**src/rtl/adsr_pkg.sv**
```systemverilog
// shared types, codes and datapath widths for the exponential adsr envelope generator
`timescale 1ns / 1ps

package adsr_pkg;

    // defaults of the top-level parameters
    localparam int TIME_BITS_DEF = 24;
    localparam int FRAC_BITS_DEF = 16;
    localparam int EXP_DEPTH_DEF = 1024;

    // series used to build e, e^3 and the exponential table
    localparam int SERIES_TERMS = 80;
    localparam int Q32          = 32;
    localparam int SER_W        = 38;

    // shared multiplier and divider widths, sized for the full parameter ranges
    localparam int MUL_A_W   = 40;
    localparam int MUL_B_W   = 28;
    localparam int MUL_P_W   = 64;
    localparam int DIV_N_W   = 64;
    localparam int DIV_D_W   = 40;
    localparam int DIV_CNT_W = $clog2(DIV_N_W + 1);

    // gate event codes
    localparam logic [1:0] GATE_ON  = 2'd1;
    localparam logic [1:0] GATE_OFF = 2'd2;

    // configuration register indexes
    typedef enum logic [1:0] {
        REG_ATTACK  = 2'd0,
        REG_DECAY   = 2'd1,
        REG_SUSTAIN = 2'd2,
        REG_RELEASE = 2'd3
    } cfg_reg_t;

    // envelope stages
    typedef enum logic [2:0] {
        ST_HALT    = 3'd0,
        ST_ATTACK  = 3'd1,
        ST_DECAY   = 3'd2,
        ST_SUSTAIN = 3'd3,
        ST_RELEASE = 3'd4
    } stage_t;

    // which series the start-up sequence is summing
    typedef enum logic [1:0] {
        INIT_E,
        INIT_E3,
        INIT_TAB
    } init_phase_t;

    // sequencer states
    typedef enum logic [4:0] {
        SQ_SER_START,
        SQ_SER_MUL,
        SQ_SER_DIV,
        SQ_SER_WAIT,
        SQ_SER_END,
        SQ_TAB_WAIT,
        SQ_IDLE,
        SQ_EVENT,
        SQ_BIAS_WAIT,
        SQ_CURVE,
        SQ_IDX_DIV,
        SQ_IDX_WAIT,
        SQ_LVL1,
        SQ_LVL2,
        SQ_LVL3,
        SQ_STAGE_END,
        SQ_DEC_DIV,
        SQ_DEC_WAIT,
        SQ_FINISH
    } seq_state_t;

endpackage

```
**src/rtl/adsr_mul.sv**
```systemverilog
// shared signed multiplier with a registered product
`timescale 1ns / 1ps

module adsr_mul (
    input  logic                                 aclk,
    input  logic                                 en,
    input  logic signed [adsr_pkg::MUL_A_W-1:0]  a,
    input  logic signed [adsr_pkg::MUL_B_W-1:0]  b,
    output logic signed [adsr_pkg::MUL_P_W-1:0]  prod
);
    import adsr_pkg::*;

    logic signed [MUL_A_W+MUL_B_W-1:0] full;
    logic signed [MUL_P_W-1:0]         prod_reg;
    logic signed [MUL_P_W-1:0]         prod_next;

    // full product, all used values fit the lower word
    assign full      = a * b;
    assign prod_next = signed'(full[MUL_P_W-1:0]);

    always_ff @(posedge aclk) begin
        if (en) begin
            prod_reg <= prod_next;
        end
    end

    assign prod = prod_reg;

endmodule

```
**config.mk**
```make
export PLATFORM = sky130hd
export DESIGN_NAME = adsr_mul
export DESIGN_NICKNAME = d
export VERILOG_FILES = /design/src/rtl/adsr_pkg.sv /design/src/rtl/adsr_mul.sv
export SDC_FILE = /design/constraint.sdc
export NUM_CORES = 2
export LEC_CHECK = 0
export BUFFER_PORTS_ARGS = -buffer_cell sky130_fd_sc_hd__buf_2
export CAP_MARGIN = 15
export CORE_UTILIZATION = 51
export CTS_BUF_LIST = sky130_fd_sc_hd__clkbuf_4 sky130_fd_sc_hd__clkbuf_8
export CTS_CLUSTER_DIAMETER = 50
export DETAILED_ROUTE_END_ITERATION = 10
export PLACE_DENSITY = 0.67
export RECOVER_POWER = 100
export REMOVE_ABC_BUFFERS = 1
export SLEW_MARGIN = 20
export SYNTH_ARGS = -nofsm -noshare
export SYNTH_HDL_FRONTEND = slang
export SYNTH_SLANG_ARGS = --single-unit
export TNS_END_PERCENT = 10
```
**constraint.sdc**
```tcl
create_clock -name aclk -period 11.85 [get_ports aclk]
set_input_delay 0.5925 -clock aclk [delete_from_list [all_inputs] [get_ports aclk]]
set_output_delay 0.5925 -clock aclk [all_outputs]
set_load 0.01 [all_outputs]
```
==> flow_summary.toml <==
[synthesis]
synthMostInstantiatedCell = "fa_1"
synth_cell_types = 57
synthArstFlopShare = 0
synthAdderAreaFrac = 0.6170
yosys.area_share.simple = 0.1608
synth_top_area_frac = 0.5538
synth_area_leaders = "fa_1, inv_1, and2_1"
yosysSeqAreaShare = 0.04859
yosys-top-cells-count = "fa_1, inv_1, nand2_1"
synth_flop_cell = "edfxtp_1"
syn_area_per_cell_um2 = 9.446
yosys_warnings = 0
synth_top_area_cell = "fa_1"
synth_area_mm2 = 0.03955
synth_compound_area_frac = 0.03477
synth_edf_count = 64
synth_seq_cells = 64
synth_top_family_by_area = "adder cells"
synth_cells = 4187
synthMuxAreaShare = 0.0002531
synth_xor_area_frac = 0.01750

[sta]
fin_crit_sh = 0.8145
max_freq_mhz = 103.6
grt_setup_unrepaired = "false"
period_needed_ps = 9652
hold_ws_ps = 946.8
fin_setup_tns_ps = 0
hold_violations = 0
finalMaxSlewViolations = 135
setup_viol = 0
tightest_slew_ps = 4363
relSlewSlack = -1.909

[worst_setup_path]
worstSetupStartpointType = "input port"
crit_fanout = 28
crit_arrival_ps = 9840
crit_type = "in2reg"
cp.required_ps = 12040
endpoint_kind = "flip-flop"

[run_status]
violations = "capacitance limit, slew limit"
outcome = "finished with violations"

[detailed_routing]
num_vias = 28020
routed_wl_mm = 108.9
initialDrtViolationCount = 1943
via_per_inst = 5.460
drcViolationCount = 0
drtPass1Iterations = 5
routedWlPerCell_um = 21.23
ant_nets = 0

[floorplan]
start_util = 0.5181
die_w_um = 280.5
die_y_um = 280.5
rows = 101
die_area_mm2 = 0.07867
core_region_area_mm2 = 0.07633
io_pins = 134

[global_routing]
antenna_found_initial = 9
grt_max_degree = 65
grt-ovfl-total = 0
grt_pass1_vias = 30520
grt_usage = 0.2966
grt_pass1_wl_mm = 175.1

[clock_tree]
post_cts_buffers = 0
cts.sinks = 64
cts_root_buf = "clkbuf_8"
cts_resized = 0
cts-hold-fix-buffers = 0
clkTransAtPathRegs_ps = 90
cts_inserted_buffers = 9
tritoncts = "yes"
htreeDepth = 3
clockBufferDepth = 2

[cells_and_area]
regArea_mm2 = 0.001922
area_growth_syn_to_layout_pct = 3.050
drive_gt1_frac = 0.02684
stdcell_area_mm2 = 0.04076
multi_input_area_mm2 = 0.03278
fill_cells = 7090
post-route-util = 0.5339
largest_register_ffs = 64
final_nets = 5458

[placement]
globalplace.congestion = 0.9680
dpl.hpwl_mm = 80.09
portBuffers = 133
postPlaceCellArea_mm2 = 0.04070

[min_path]
hold_class = "in2reg"

[job]
drv_cap = 3
critical path: stages:
cell and delay, ps:
clkbuf_1 1490, nand2_1 220, fa_1 580, inv_1 50, fa_1 500, inv_1 50, fa_1 460, fa_1 490
inv_1 40, ha_1 270, ha_1 280, inv_1 50, fa_1 470, inv_1 40, ha_1 260, ha_1 350
o21a_1 230, a211oi_1 320, o21ai_0 300, a221o_1 520, a221oi_1 1140, o21ai_0 440, a41oi_1 390, a21oi_1 120
xnor2_1 140
final cells by class:
cell class	instances	area share
Clock buffer	9	0.003039
Multi-Input combinational cell	2848	0.8043
Timing Repair Buffer	156	0.01845
Clock inverter	7	0.001781
Antenna cell	3	0.0001842
Inverter	1015	0.09348
Sequential cell	64	0.04716
Tap cell	1030	0.03162
layer usage:
layer	GRT usage	part of all wire	vias up
met4	0.09528	0.037	6
met1	0.3885	0.39	14710
met2	0.4911	0.48	1289
li1	-	-	11760
met5	0	0.00037	-
met3	0.06445	0.096	260
placed cells by master (no fill, tap or decap), types with 3 or more instances in the layout:
cell	count
fa_1	1094
inv_1	1015
nand2_1	585
and2_1	533
ha_1	200
a21oi_1	76
buf_2	67
clkbuf_1	67
edfxtp_1	64
xnor2_1	56
nor2b_1	39
o21ai_0	35
nor2_1	30
a21o_1	30
xor2_1	23
buf_4	22
nand4_1	20
nand3_1	17
a211oi_1	16
nand2b_1	12
o21a_1	10
o21bai_1	10
clkbuf_8	9
nor3_1	8
and2_0	5
o211ai_1	4
a21boi_0	4
and3_1	4
diode_2	3
a211o_1	3
or2_2	3
o31ai_1	3
final timing paths:
kind	startpoint	to	slack [ps]	depth (start not counted)
setup / recovery	a[6]	prod[63]	2200	25
hold / removal	a[0]	prod[0]	950	2
logic make-up after synthesis:
family / Yosys count
adder cells (fa/ha/maj): 1294
flip-flops: 64
multiplexers: 1
XOR/XNOR: 79
AND/OR/NAND/NOR: 1265
buffers and inverters: 1275
AO/OA/AOI/OAI: 209
metrics by stage:
stage,instances,worst slack [ps]
finish,5132,2198
global route,5131,2004
CTS,5129,3454
detailed placement,5113,3003
global placement,5113,3079
floorplan,3927,4570
Power is not shown: default switching activity piles up to over one toggle a cycle in this logic, so the estimate is an artifact.
